### config.mk
export PLATFORM = sky130hd
export DESIGN_NAME = terminal_output_discipline_flat
export DESIGN_NICKNAME = d
export VERILOG_FILES = /design/src/sv/tod_pkg.sv /design/src/sv/tod_in_if.sv /design/src/sv/tod_out_if.sv /design/src/sv/tod_dp.sv /design/src/sv/tod_ctrl.sv /design/src/sv/terminal_output_discipline.sv /design/src/flat_wrapper.sv
export SDC_FILE = /design/constraint.sdc
export NUM_CORES = 1
export LEC_CHECK = 0
export BUFFER_PORTS_ARGS = -buffer_cell sky130_fd_sc_hd__buf_4
export CORE_UTILIZATION = 29
export DETAILED_ROUTE_END_ITERATION = 10
export HOLD_SLACK_MARGIN = 0.05
export PLACE_DENSITY = 0.54
export SETUP_SLACK_MARGIN = 0.02
export SYNTH_ARGS = -nofsm -noshare
export SYNTH_HDL_FRONTEND = slang
export SYNTH_SLANG_ARGS = --single-unit
### constraint.sdc
create_clock -name i_clk -period 3.9 [get_ports i_clk]
set_clock_uncertainty 0.1 [all_clocks]
set_input_delay 0.195 -clock i_clk [delete_from_list [all_inputs] [get_ports i_clk]]
set_output_delay 0.195 -clock i_clk [all_outputs]
set_load 0.03 [all_outputs]
### src/sv/tod_pkg.sv
// shared types and constants for the terminal output discipline
package tod_pkg;

    // configuration register indexes
    localparam int unsigned CfgIdxW = 4;
    localparam int unsigned CfgDataW = 2;
    localparam logic [CfgIdxW-1:0] REG_RAW_MODE       = 4'd0;
    localparam logic [CfgIdxW-1:0] REG_EXPAND_TABS    = 4'd1;
    localparam logic [CfgIdxW-1:0] REG_UPPER_CASE     = 4'd2;
    localparam logic [CfgIdxW-1:0] REG_MAP_CRLF       = 4'd3;
    localparam logic [CfgIdxW-1:0] REG_NEWLINE_DELAY  = 4'd4;
    localparam logic [CfgIdxW-1:0] REG_TAB_DELAY      = 4'd5;
    localparam logic [CfgIdxW-1:0] REG_RETURN_DELAY   = 4'd6;
    localparam logic [CfgIdxW-1:0] REG_VERTICAL_DELAY = 4'd7;

    // character codes
    localparam logic [6:0] CH_BS    = 7'h08;
    localparam logic [6:0] CH_TAB   = 7'h09;
    localparam logic [6:0] CH_LF    = 7'h0A;
    localparam logic [6:0] CH_VT    = 7'h0B;
    localparam logic [6:0] CH_FF    = 7'h0C;
    localparam logic [6:0] CH_CR    = 7'h0D;
    localparam logic [6:0] CH_EOT   = 7'h04;
    localparam logic [6:0] CH_SPACE = 7'h20;
    localparam logic [6:0] CH_TILDE = 7'h7E;
    localparam logic [6:0] CH_BSL   = 7'h5C;

    // delay kind codes
    localparam logic [1:0] DLY_KIND_ONE = 2'd1;
    localparam logic [1:0] DLY_KIND_TWO = 2'd2;

    typedef struct packed {
        logic       raw_mode;
        logic       expand_tabs;
        logic       upper_case_only;
        logic       map_newline_to_crlf;
        logic [1:0] newline_delay_kind;
        logic [1:0] tab_delay_kind;
        logic [1:0] return_delay_kind;
        logic       vertical_delay;
    } t_cfg;

    // which byte the datapath puts into the output register
    typedef enum logic [2:0] {
        SEL_BSL,
        SEL_CR,
        SEL_CHAR,
        SEL_SPACE,
        SEL_DLY
    } t_sel;

    typedef struct packed {
        logic load;
        logic emit;
        t_sel sel;
        logic last;
    } t_cmd;

    typedef struct packed {
        logic drop;
        logic tab;
        logic esc;
        logic cr;
        logic dly_nz;
        logic tab_stop;
        logic slot_free;
    } t_sts;

endpackage

### src/sv/tod_in_if.sv
// input channel: one character per transaction
interface tod_in_if;
    logic       valid;
    logic       ready;
    logic [6:0] in_char;

    modport source (output valid, output in_char, input ready);
    modport sink (input valid, input in_char, output ready);
endinterface

### src/sv/tod_out_if.sv
// output channel: one queue byte per transaction
interface tod_out_if;
    logic       valid;
    logic       ready;
    logic [7:0] out_byte;
    logic       last_of_run;

    modport source (output valid, output out_byte, output last_of_run, input ready);
    modport sink (input valid, input out_byte, input last_of_run, output ready);
endinterface

### src/sv/tod_dp.sv
// datapath: character mapping, print column, delay computation and output register
module tod_dp (
    input  logic              i_clk,
    input  logic              i_rst_n,
    input  tod_pkg::t_cfg     i_cfg,
    input  tod_pkg::t_cmd     i_cmd,
    output tod_pkg::t_sts     o_sts,
    input  logic [6:0]        i_in_char,
    output logic              o_out_valid,
    output logic [7:0]        o_out_byte,
    output logic              o_out_last,
    input  logic              i_out_ready
);

    typedef struct packed {
        logic [7:0] col;
        logic [6:0] dly;
    } t_step;

    function automatic t_step put_char(input logic [6:0] code, input logic [7:0] col,
                                       input tod_pkg::t_cfg cfg);
        t_step      s;
        logic [4:0] nl;
        s.col = col;
        s.dly = 7'd0;
        nl = {1'b0, col[7:4]} + 5'd3;
        if (code == tod_pkg::CH_BS) begin
            if (col != 8'd0) s.col = col - 8'd1;
        end else if (code == tod_pkg::CH_TAB) begin
            if (cfg.tab_delay_kind == tod_pkg::DLY_KIND_ONE && col[2:0] <= 3'd4)
                s.dly = 7'd9 - {4'd0, col[2:0]};
            s.col = (col | 8'h07) + 8'd1;
        end else if (code == tod_pkg::CH_LF) begin
            if (cfg.newline_delay_kind == tod_pkg::DLY_KIND_ONE) begin
                if (col != 8'd0) s.dly = (nl < 5'd6) ? 7'd6 : {2'd0, nl};
            end else if (cfg.newline_delay_kind == tod_pkg::DLY_KIND_TWO) begin
                s.dly = 7'd6;
            end
            s.col = 8'd0;
        end else if (code == tod_pkg::CH_VT || code == tod_pkg::CH_FF) begin
            if (cfg.vertical_delay) s.dly = 7'h7F;
        end else if (code == tod_pkg::CH_CR) begin
            if (cfg.return_delay_kind == tod_pkg::DLY_KIND_ONE) s.dly = 7'd5;
            else if (cfg.return_delay_kind == tod_pkg::DLY_KIND_TWO) s.dly = 7'd10;
            s.col = 8'd0;
        end else if (code >= tod_pkg::CH_SPACE && code <= tod_pkg::CH_TILDE) begin
            s.col = col + 8'd1;
        end
        return s;
    endfunction

    logic [6:0] r_char;
    logic       r_drop, r_tab, r_esc, r_cr;
    logic [7:0] r_col;
    logic [6:0] r_delay;
    logic       r_out_valid;
    logic [7:0] r_out_byte;
    logic       r_out_last;

    logic [6:0] w_sub;
    logic [6:0] w_mapped;
    logic [6:0] w_code;
    t_step      w_step;

    // upper-case folding and backslash escapes
    always_comb begin
        w_sub = 7'd0;
        if (i_cfg.upper_case_only) begin
            unique case (i_in_char)
                7'h7B:   w_sub = 7'h28;
                7'h7D:   w_sub = 7'h29;
                7'h7C:   w_sub = 7'h21;
                7'h7E:   w_sub = 7'h5E;
                7'h60:   w_sub = 7'h27;
                default: w_sub = 7'd0;
            endcase
        end
        w_mapped = (w_sub != 7'd0) ? w_sub : i_in_char;
        if (i_cfg.upper_case_only && w_mapped >= 7'h61 && w_mapped <= 7'h7A)
            w_mapped = w_mapped - 7'd32;
    end

    always_comb begin
        unique case (i_cmd.sel)
            tod_pkg::SEL_BSL:   w_code = tod_pkg::CH_BSL;
            tod_pkg::SEL_CR:    w_code = tod_pkg::CH_CR;
            tod_pkg::SEL_SPACE: w_code = tod_pkg::CH_SPACE;
            default:            w_code = r_char;
        endcase
        w_step = put_char(w_code, r_col, i_cfg);
    end

    always_ff @(posedge i_clk) begin
        if (i_cmd.load) begin
            r_char <= w_mapped;
            r_esc  <= (w_sub != 7'd0);
            r_drop <= (i_in_char == tod_pkg::CH_EOT) && !i_cfg.raw_mode;
            r_tab  <= (i_in_char == tod_pkg::CH_TAB) && i_cfg.expand_tabs;
            r_cr   <= (w_mapped == tod_pkg::CH_LF) && i_cfg.map_newline_to_crlf;
        end
        if (i_cmd.emit) begin
            r_out_last <= i_cmd.last;
            if (i_cmd.sel == tod_pkg::SEL_DLY) begin
                r_out_byte <= {1'b1, r_delay};
            end else begin
                r_out_byte <= {1'b0, w_code};
                r_delay    <= w_step.dly;
            end
        end
    end

    always_ff @(posedge i_clk) begin
        if (!i_rst_n) begin
            r_col       <= 8'd0;
            r_out_valid <= 1'b0;
        end else begin
            if (i_cmd.emit && i_cmd.sel != tod_pkg::SEL_DLY) r_col <= w_step.col;
            if (i_cmd.emit) r_out_valid <= 1'b1;
            else if (i_out_ready) r_out_valid <= 1'b0;
        end
    end

    assign o_sts.drop      = r_drop;
    assign o_sts.tab       = r_tab;
    assign o_sts.esc       = r_esc;
    assign o_sts.cr        = r_cr;
    assign o_sts.dly_nz    = (w_step.dly != 7'd0);
    assign o_sts.tab_stop  = (w_step.col[2:0] == 3'd0);
    assign o_sts.slot_free = !r_out_valid || i_out_ready;

    assign o_out_valid = r_out_valid;
    assign o_out_byte  = r_out_byte;
    assign o_out_last  = r_out_last;

endmodule

### src/sv/tod_ctrl.sv
// controller: sequences the bytes of one character
module tod_ctrl (
    input  logic          i_clk,
    input  logic          i_rst_n,
    input  logic          i_in_valid,
    output logic          o_in_ready,
    input  tod_pkg::t_sts i_sts,
    output tod_pkg::t_cmd o_cmd
);

    typedef enum logic [7:0] {
        S_IDLE     = 8'b0000_0001,
        S_DISP     = 8'b0000_0010,
        S_ESC      = 8'b0000_0100,
        S_CR       = 8'b0000_1000,
        S_CR_DLY   = 8'b0001_0000,
        S_CHAR     = 8'b0010_0000,
        S_CHAR_DLY = 8'b0100_0000,
        S_TAB      = 8'b1000_0000
    } t_state;

    t_state r_state, n_state;

    always_comb begin
        n_state    = r_state;
        o_cmd.load = 1'b0;
        o_cmd.emit = 1'b0;
        o_cmd.sel  = tod_pkg::SEL_CHAR;
        o_cmd.last = 1'b0;
        unique case (r_state)
            S_IDLE: begin
                if (i_in_valid) begin
                    o_cmd.load = 1'b1;
                    n_state    = S_DISP;
                end
            end
            S_DISP: begin
                priority if (i_sts.drop) n_state = S_IDLE;
                else if (i_sts.tab)      n_state = S_TAB;
                else if (i_sts.esc)      n_state = S_ESC;
                else if (i_sts.cr)       n_state = S_CR;
                else                     n_state = S_CHAR;
            end
            S_ESC: begin
                o_cmd.sel = tod_pkg::SEL_BSL;
                if (i_sts.slot_free) begin
                    o_cmd.emit = 1'b1;
                    n_state    = i_sts.cr ? S_CR : S_CHAR;
                end
            end
            S_CR: begin
                o_cmd.sel = tod_pkg::SEL_CR;
                if (i_sts.slot_free) begin
                    o_cmd.emit = 1'b1;
                    n_state    = i_sts.dly_nz ? S_CR_DLY : S_CHAR;
                end
            end
            S_CR_DLY: begin
                o_cmd.sel = tod_pkg::SEL_DLY;
                if (i_sts.slot_free) begin
                    o_cmd.emit = 1'b1;
                    n_state    = S_CHAR;
                end
            end
            S_CHAR: begin
                o_cmd.sel  = tod_pkg::SEL_CHAR;
                o_cmd.last = !i_sts.dly_nz;
                if (i_sts.slot_free) begin
                    o_cmd.emit = 1'b1;
                    n_state    = i_sts.dly_nz ? S_CHAR_DLY : S_IDLE;
                end
            end
            S_CHAR_DLY: begin
                o_cmd.sel  = tod_pkg::SEL_DLY;
                o_cmd.last = 1'b1;
                if (i_sts.slot_free) begin
                    o_cmd.emit = 1'b1;
                    n_state    = S_IDLE;
                end
            end
            S_TAB: begin
                // spaces until the column reaches a multiple of eight
                o_cmd.sel  = tod_pkg::SEL_SPACE;
                o_cmd.last = i_sts.tab_stop;
                if (i_sts.slot_free) begin
                    o_cmd.emit = 1'b1;
                    n_state    = i_sts.tab_stop ? S_IDLE : S_TAB;
                end
            end
            default: n_state = S_IDLE;
        endcase
    end

    always_ff @(posedge i_clk) begin
        if (!i_rst_n) begin
            r_state <= S_IDLE;
        end else begin
            r_state <= n_state;
        end
    end

    assign o_in_ready = (r_state == S_IDLE);

endmodule

### src/sv/terminal_output_discipline.sv
// Terminal output discipline: takes one 7-bit character per transaction and
// produces the output-queue bytes for it (characters below 128, delay bytes of
// 128 and above), tracking the print column. One character at a time is in
// work: it is accepted in the idle state, decoded, then emits one output byte
// per cycle while the output register has room (1 to 8 bytes per character; a
// dropped EOT yields none). The output register lets the next character be
// accepted while the last byte still waits.
module terminal_output_discipline (
    input  logic                            i_clk,
    input  logic                            i_rst_n,
    tod_in_if.sink                          i_in,
    tod_out_if.source                       o_out,
    input  logic                            i_cfg_we,
    input  logic [tod_pkg::CfgIdxW-1:0]     i_cfg_idx,
    input  logic [tod_pkg::CfgDataW-1:0]    i_cfg_data
);

    tod_pkg::t_cfg r_cfg;
    tod_pkg::t_cmd w_cmd;
    tod_pkg::t_sts w_sts;

    always_ff @(posedge i_clk) begin
        if (!i_rst_n) begin
            r_cfg <= '0;
        end else if (i_cfg_we) begin
            unique case (i_cfg_idx)
                tod_pkg::REG_RAW_MODE:       r_cfg.raw_mode            <= i_cfg_data[0];
                tod_pkg::REG_EXPAND_TABS:    r_cfg.expand_tabs         <= i_cfg_data[0];
                tod_pkg::REG_UPPER_CASE:     r_cfg.upper_case_only     <= i_cfg_data[0];
                tod_pkg::REG_MAP_CRLF:       r_cfg.map_newline_to_crlf <= i_cfg_data[0];
                tod_pkg::REG_NEWLINE_DELAY:  r_cfg.newline_delay_kind  <= i_cfg_data;
                tod_pkg::REG_TAB_DELAY:      r_cfg.tab_delay_kind      <= i_cfg_data;
                tod_pkg::REG_RETURN_DELAY:   r_cfg.return_delay_kind   <= i_cfg_data;
                tod_pkg::REG_VERTICAL_DELAY: r_cfg.vertical_delay      <= i_cfg_data[0];
                default: ;
            endcase
        end
    end

    tod_ctrl u_ctrl (
        .i_clk      (i_clk),
        .i_rst_n    (i_rst_n),
        .i_in_valid (i_in.valid),
        .o_in_ready (i_in.ready),
        .i_sts      (w_sts),
        .o_cmd      (w_cmd)
    );

    tod_dp u_dp (
        .i_clk       (i_clk),
        .i_rst_n     (i_rst_n),
        .i_cfg       (r_cfg),
        .i_cmd       (w_cmd),
        .o_sts       (w_sts),
        .i_in_char   (i_in.in_char),
        .o_out_valid (o_out.valid),
        .o_out_byte  (o_out.out_byte),
        .o_out_last  (o_out.last_of_run),
        .i_out_ready (o_out.ready)
    );

    // a pending byte that is not the last one means the character is still in work
    a_busy_until_last: assert property (@(posedge i_clk) disable iff (!i_rst_n)
        (o_out.valid && !o_out.last_of_run) |-> !i_in.ready)
        else $error("input ready while a character is still being expanded");

    // a delay byte never carries zero ticks
    a_no_zero_delay: assert property (@(posedge i_clk) disable iff (!i_rst_n)
        (o_out.valid && o_out.out_byte[7]) |-> (o_out.out_byte[6:0] != 7'd0))
        else $error("zero-tick delay byte emitted");

    // an accepted character always leaves the idle state for the decode state
    a_accept_busy: assert property (@(posedge i_clk) disable iff (!i_rst_n)
        (i_in.valid && i_in.ready) |=> !i_in.ready)
        else $error("input ready right after a transaction");

endmodule

### src/flat_wrapper.sv
// flat-port wrapper written by rule: the top's interface ports become plain ports
module terminal_output_discipline_flat 
  (i_clk, i_rst_n, i_cfg_we, i_cfg_idx, i_cfg_data, i_in_valid, i_in_in_char, i_in_ready, o_out_valid, o_out_out_byte, o_out_last_of_run, o_out_ready);
  tod_in_if i_in_i ();
  tod_out_if o_out_i ();
  input  logic i_clk;
  input  logic i_rst_n;
  input  logic i_cfg_we;
  input  logic [tod_pkg::CfgIdxW-1:0] i_cfg_idx;
  input  logic [tod_pkg::CfgDataW-1:0] i_cfg_data;
  input wire logic [$bits(i_in_i.valid)-1:0] i_in_valid;
  input wire logic [$bits(i_in_i.in_char)-1:0] i_in_in_char;
  output wire logic [$bits(i_in_i.ready)-1:0] i_in_ready;
  output wire logic [$bits(o_out_i.valid)-1:0] o_out_valid;
  output wire logic [$bits(o_out_i.out_byte)-1:0] o_out_out_byte;
  output wire logic [$bits(o_out_i.last_of_run)-1:0] o_out_last_of_run;
  input wire logic [$bits(o_out_i.ready)-1:0] o_out_ready;
  assign i_in_i.valid = i_in_valid;
  assign i_in_i.in_char = i_in_in_char;
  assign i_in_ready = i_in_i.ready;
  assign o_out_valid = o_out_i.valid;
  assign o_out_out_byte = o_out_i.out_byte;
  assign o_out_last_of_run = o_out_i.last_of_run;
  assign o_out_i.ready = o_out_ready;
  terminal_output_discipline u_core (.i_clk(i_clk), .i_rst_n(i_rst_n), .i_in(i_in_i), .o_out(o_out_i), .i_cfg_we(i_cfg_we), .i_cfg_idx(i_cfg_idx), .i_cfg_data(i_cfg_data));
endmodule
## Yosys cells after proc, flatten, opt, wreduce, memory -nomap -nowiden

Index checks and enable logic that the tools add are counted.

| word-level totals | value |
|---|---|
| output and inout port bits | 11 |
| register bits | 55 |

| operators by class | value |
|---|---|
| add/sub/neg operators | 6 |
| muxes and demuxes | 46 |
| eq/ne operators | 47 |
| magnitude comparators | 6 |
| reductions and logical operators | 33 |
| bitwise logic cells | 1 |

Operator list:

| operator | number |
|---|---|
| $mux W8 | 16 |
| $mux W7 | 11 |
| $pmux W8 S8 | 1 |
| $eq A7 B4 Y1 const B | 8 |
| $eq A7 B7 Y1 const B | 5 |
| $pmux W7 S5 | 1 |
| $mux W15 | 2 |
| $pmux W7 S3 | 1 |
| $pmux W4 S5 | 1 |
| $mux W6 | 3 |
| $reduce_and A2 Y1 | 9 |
| $add A8 B1 Y8 const B | 2 |
| $eq A4 B3 Y1 const B | 4 |
| $le A7 B7 Y1 const B | 2 |
| $ne A2 B2 Y1 const B | 7 |
| $reduce_bool A7 Y1 | 2 |
| $mux W5 | 2 |
| $eq A4 B2 Y1 const B | 2 |
| $eq A8 B1 Y1 const B | 1 |
| $eq A8 B2 Y1 const B | 1 |
| $eq A8 B3 Y1 const B | 1 |
| $eq A8 B4 Y1 const B | 1 |
| $eq A8 B5 Y1 const B | 1 |
| $eq A8 B6 Y1 const B | 1 |
| other kinds (36) | 54 |

## Depth between registers and ports, before layout

| depth | value |
|---|---|
| depth after elaboration | 18 |
| gate-level depth with buffers | 12 |

## Modules after synthesis

From an unflattened synthesis, not the netlist that was laid out.

| unflattened totals | value |
|---|---|
| cell total of the unflattened synthesis | 456 |
| area total of the unflattened synthesis | 3880.0 um^2 |

Modules (own cells, without submodules):

| module | cells an instance | instances | area each (um^2) |
|---|---|---|---|
| tod_dp | 313 | 1 | 2666.3 |
| tod_ctrl | 96 | 1 | 733.2 |
| terminal_output_discipline | 47 | 1 | 480.5 |

## Worst setup path before layout

No wires, ideal clock.

| path | value |
|---|---|
| kind | reg-to-reg |
| start point | reg u_core.u_ctrl.r_state[7] |
| end point | reg u_core.u_dp.r_col[7] |
| period minus slack after synthesis | 2.802 ns |
| stages on the path, launching flop included | 11 |
| setup slack | 1.098 ns |
| data required time | 3.712 ns |
| arrival | 2.614 ns |
| path through | dfxtp_1 > clkbuf_1 > or2_2 > or4_1 > inv_1 > nand3_1 > a211oi_4 > and2_1 > buf_6 > a21oi_1 > a311oi_2 |

| on the way | value |
|---|---|
| longest elaborated chain between the ends | 11 |

RTL lines:

| element | RTL line | source |
|---|---|---|
| start: declaration | tod_ctrl.sv:22 | `t_state r_state, n_state;` |
| start signal: assignment | tod_ctrl.sv:98 | `r_state <= n_state;` |
| $eq A8 B7 Y1 or $eq A8 B5 Y1 (tied branches) | tod_ctrl.sv:30 | `unique case (r_state)` |
| $reduce_or A2 Y1 (no source line) | - |  |
| $pmux W4 S5 * | tod_ctrl.sv:30 |  |
| parallel branches: the longest is 8 deep, another holds $ge A7 B6 Y1 | - |  |
| end signal: assignment | tod_dp.sv:117 | `if (i_cmd.emit && i_cmd.sel != tod_pkg::SEL_DLY) r_col <= w_step.col;` |
| end: declaration | tod_dp.sv:54 | `logic [7:0] r_col;` |

Mark *: on every way between the ends. The select of a mux whose other input is x is not followed.
A chain may end at the register's enable or synchronous reset.

==> impl_metrics.prom <==
# TYPE chip_impl_metric gauge
chip_impl_info{name="run_status",value="finished clean"} 1
chip_impl_metric{name="num_vias",unit=""} 3779
chip_impl_metric{name="finalMaxSlewViolations",unit=""} 0
chip_impl_info{name="r2r-end",value="u_core.u_ctrl.r_state[0]"} 1
chip_impl_metric{name="static_leakage_power",unit="nW"} 1.71
chip_impl_info{name="worst_hold_path_type",value="primary input to register"} 1
chip_impl_metric{name="slew_headroom",unit=""} 0.381
chip_impl_metric{name="post_cts.resized_instances",unit=""} 0
chip_impl_metric{name="max_slew.worst_pin.slew",unit="ps"} 927
chip_impl_metric{name="hold_path_depth",unit=""} 2
chip_impl_metric{name="insertion_delay",unit="ps"} 300
chip_impl_metric{name="setup.reg_to_reg.worst_slack",unit="ps"} 600
chip_impl_info{name="most_common_flop_cell_mapped_by_yosys",value="sky130_fd_sc_hd__dfxtp_1"} 1
chip_impl_metric{name="vias_per_cell",unit=""} 5.54
chip_impl_metric{name="synth-async-reset-ratio",unit=""} 0
chip_impl_info{name="whs_endpoint",value="u_core.u_ctrl.r_state[1]"} 1
chip_impl_metric{name="ant_nets",unit=""} 0
chip_impl_info{name="critical_path.endpoint_type",value="register"} 1
chip_impl_metric{name="rows",unit=""} 43
chip_impl_metric{name="antenna_found_initial",unit=""} 0
chip_impl_metric{name="htreeDepth",unit=""} 2
chip_impl_info{name="worst_r2r_startpoint",value="u_core.u_ctrl.r_state[6]"} 1
chip_impl_metric{name="nNetsFinal",unit=""} 530
chip_impl_metric{name="post_route_cells_drive_above_1_share",unit=""} 0.145
chip_impl_info{name="timing.critical_path.from",value="u_core.u_ctrl.r_state[6]"} 1
chip_impl_metric{name="gp_congestion",unit=""} 0.848
chip_impl_metric{name="finalHoldWorstSlack",unit="ps"} 57.2
chip_impl_metric{name="globalRouteMet1Util",unit=""} 0.206
chip_impl_info{name="grt_setup_unrepaired",value="no"} 1
chip_impl_metric{name="grt_use_total",unit=""} 0.150
chip_impl_metric{name="power.share.clock",unit=""} 0.360
chip_impl_metric{name="regArea",unit="sq mm"} 0.00134
chip_impl_info{name="grt-busiest-layer",value="met2"} 1
chip_impl_metric{name="die_area",unit="sq mm"} 0.0148
chip_impl_metric{name="grtUsageMet3",unit=""} 0.0239
chip_impl_metric{name="worst-r2r-cell-count",unit=""} 8
chip_impl_metric{name="num_antenna_cells",unit=""} 0
chip_impl_metric{name="first_pass_iters",unit=""} 5
chip_impl_metric{name="drt_iter0_drc",unit=""} 196
chip_impl_metric{name="drc",unit=""} 0
chip_impl_metric{name="hold_viol",unit=""} 0
chip_impl_info{name="clock_tree.root_cell",value="sky130_fd_sc_hd__clkbuf_16"} 1
chip_impl_metric{name="finalSetupViolCount",unit=""} 0
chip_impl_metric{name="cp.required",unit="ps"} 4030
chip_impl_metric{name="combinationalPowerShare",unit=""} 0.183
chip_impl_metric{name="syn_area",unit="sq mm"} 0.00416
chip_impl_metric{name="area_delta_synth_final",unit="%"} 11.4
chip_impl_info{name="worstHoldStart",value="i_in_valid"} 1
chip_impl_metric{name="met2_usage",unit=""} 0.237
chip_impl_metric{name="core_area",unit="sq mm"} 0.0139
chip_impl_metric{name="synth.net_count",unit=""} 523
chip_impl_metric{name="synth-seq-area-share",unit=""} 0.322
chip_impl_metric{name="clock-sinks",unit=""} 54
chip_impl_metric{name="synth_cell_type_count",unit=""} 90
chip_impl_metric{name="post-dp-hpwl",unit="um"} 8110
chip_impl_metric{name="initial_core_util",unit=""} 0.299
chip_impl_metric{name="number_of_maximum_capacitance_violations",unit=""} 0
chip_impl_metric{name="fin_crit_sh",unit=""} 0.845
chip_impl_metric{name="cts_buffers",unit=""} 5
chip_impl_metric{name="horizontal_die_dimension",unit="um"} 122
chip_impl_metric{name="intPower",unit="W"} 0.00103
chip_impl_metric{name="placement.io_buffers",unit=""} 28
chip_impl_metric{name="wirelength",unit="um"} 10600
chip_impl_metric{name="grt_overflow_total",unit=""} 0
chip_impl_metric{name="first_pass_grt_wire_length",unit="um"} 17700
chip_impl_metric{name="cts_setup_buffers",unit=""} 0
chip_impl_metric{name="path_max_fanout",unit=""} 14
chip_impl_metric{name="synth_edf_count",unit=""} 26
chip_impl_info{name="timing_worst_setup_path_type",value="register to register"} 1
chip_impl_metric{name="multi_input_combinational_cell_area",unit="sq mm"} 0.00255
chip_impl_info{name="cts_tree",value="built"} 1
chip_impl_metric{name="grt_pass1_vias",unit=""} 3580
chip_impl_metric{name="cts.clk_slew.worst_paths",unit="ps"} 80
chip_impl_metric{name="die_y",unit="um"} 122
chip_impl_metric{name="cts_hold_repair.buffers",unit=""} 0
chip_impl_metric{name="drt-wirelength-per-cell",unit="um"} 15.5
chip_impl_metric{name="synth_seq_cells",unit=""} 54
chip_impl_metric{name="arrival",unit="ps"} 3420
chip_impl_metric{name="switching_power",unit="W"} 0.000400
chip_impl_metric{name="finalWorstPathRequiredPeriod",unit="ps"} 3300
chip_impl_metric{name="achievable-frequency",unit="MHz"} 303
chip_impl_metric{name="floorplan.io_pins",unit=""} 29
chip_impl_metric{name="relative_contribution_of_sequential_cells_to_total_power",unit=""} 0.457
chip_impl_metric{name="tns",unit="ps"} 0
chip_impl_metric{name="netSwitchingFraction",unit=""} 0.281
chip_impl_info{name="critical_path_startpoint_category",value="register"} 1
chip_impl_metric{name="power.density_cell_area",unit="mW/mm^2"} 308
chip_impl_metric{name="synth_cells",unit=""} 494
chip_impl_metric{name="maximum_ir_drop_on_the_vdd_rail",unit="uV"} 148
chip_impl_metric{name="clock_tree.buffer_depth",unit=""} 2
chip_impl_metric{name="maximum_number_of_pins_on_one_net_before_global_route_repair",unit=""} 24
chip_impl_metric{name="ys.warnings.count",unit=""} 0
chip_impl_metric{name="final.fill_count",unit=""} 1435
chip_impl_metric{name="syn_area_per_cell",unit="sq um"} 8.42
==> critical path, stage by stage, from the launching register on <==
cell                        delay (ps)
sky130_fd_sc_hd__dfxtp_1           410
sky130_fd_sc_hd__nor3_4            520
sky130_fd_sc_hd__o2111ai_1         470
sky130_fd_sc_hd__a211oi_2          400
sky130_fd_sc_hd__a2111oi_4         110
sky130_fd_sc_hd__or3_1             420
sky130_fd_sc_hd__a22oi_1           380
sky130_fd_sc_hd__nand4_1           180
sky130_fd_sc_hd__a32oi_1           220
==> worst max-delay path by stage <==
stage                          endpoint  slack, ps  cells after the start
6_report       u_core.u_ctrl.r_state[0]        600                      8
5_1_grt        u_core.u_ctrl.r_state[0]        490                      8
4_1_cts        u_core.u_ctrl.r_state[0]        650                      8
3_5_place_dp     u_core.u_dp.o_out_last        670                      8
3_3_place_gp   u_core.u_ctrl.r_state[7]        710                      8
2_1_floorplan      u_core.u_dp.r_col[7]       1100                     10
==> per-stage QoR <==
step                      setup slack (ps)  cells  utilization  power, W  area (sq um)
after floorplan                       1100    494            -  0.000859          4160
after global placement                 713    674        0.320  0.000921          4460
after detailed placement               667    674        0.320  0.000922          4460
after CTS                              651    682        0.333   0.00143          4630
after global routing                   491    682        0.333   0.00149          4630
final                                  605    682        0.333   0.00143          4630
==> cells by family (layout without fill, tap and decap cells) <==
logic type	after synthesis	in the layout	share of synthesized area
buffers and inverters	61	69	0.0656
AND/OR/NAND/NOR	204	204	0.270
flip-flops	54	54	0.322
XOR/XNOR	8	8	0.0168
AO/OA/AOI/OAI	143	143	0.260
multiplexers	13	13	0.0322
adder cells (fa/ha/maj)	11	11	0.0331
==> final cells by class <==
cell class / instances / area share
inverters: 29 / 0.0235
flip-flops and latches: 54 / 0.289
clock inverters: 3 / 0.0103
clock buffers: 5 / 0.0270
multi-input cells: 379 / 0.549
repair buffers: 32 / 0.0518
well taps: 180 / 0.0486
==> layer usage <==
layer  vias to the layer above  part of all wire
li1                       1856                 -
met5                         -                 0
met1                      1795              0.48
met2                       114              0.46
met4                         0             0.018
met3                        14             0.047
==> flip-flops by register name, indices dropped and copies added (netlist names), 6 cells and up <==
name and count:
u_core.r_cfg 11, u_core.u_dp.o_out_byte 8, u_core.u_dp.r_char 7, u_core.u_dp.r_delay 6
u_core.u_dp.r_col 8, u_core.u_ctrl.r_state 8
==> Yosys cell counts (all sizes together) (6+ instances only) <==
master	instances	area, sq um
a211oi	7	70.1
a21oi	27	135
a311oi	6	65.1
a31oi	11	68.8
and2	11	68.8
buf	10	80.1
clkbuf	22	83.8
dfxtp	28	561
edfxtp	26	781
ha	11	138
inv	29	109
mux2i	10	100
nand2	47	176
nand2b	6	37.5
nand3	13	70.1
nand3b	7	52.6
nor2	46	175
nor3	14	86.3
nor3b	6	45.0
nor4	10	68.8
nor4b	6	67.6
o21a	6	45.0
o21ai	28	155
or2	6	40.0
or3	9	62.6
==> layout by cell type, fill, tap and decap left out, types with 12 or more instances in the layout <==
| cell type | n |
|---|---|
| sky130_fd_sc_hd__a21oi_1 | 27 |
| sky130_fd_sc_hd__buf_4 | 32 |
| sky130_fd_sc_hd__dfxtp_1 | 28 |
| sky130_fd_sc_hd__edfxtp_1 | 26 |
| sky130_fd_sc_hd__inv_1 | 29 |
| sky130_fd_sc_hd__nand2_1 | 47 |
| sky130_fd_sc_hd__nand3_1 | 12 |
| sky130_fd_sc_hd__nor2_1 | 45 |
| sky130_fd_sc_hd__nor3_1 | 12 |
| sky130_fd_sc_hd__o21ai_0 | 25 |
==> power by group through the flow <==
stage | registers (W) | clock network [W] | logic [W]
5_1_grt | 0.000655 | 0.000549 | 0.000287
3_5_place_dp | 0.000664 | 0 | 0.000259
3_3_place_gp | 0.000664 | 0 | 0.000257
4_1_cts | 0.000651 | 0.000523 | 0.000260
2_1_floorplan | 0.000644 | 0 | 0.000215
6_report | 0.000652 | 0.000514 | 0.000262
No activity file was read; power rests on OpenSTA's default activity.
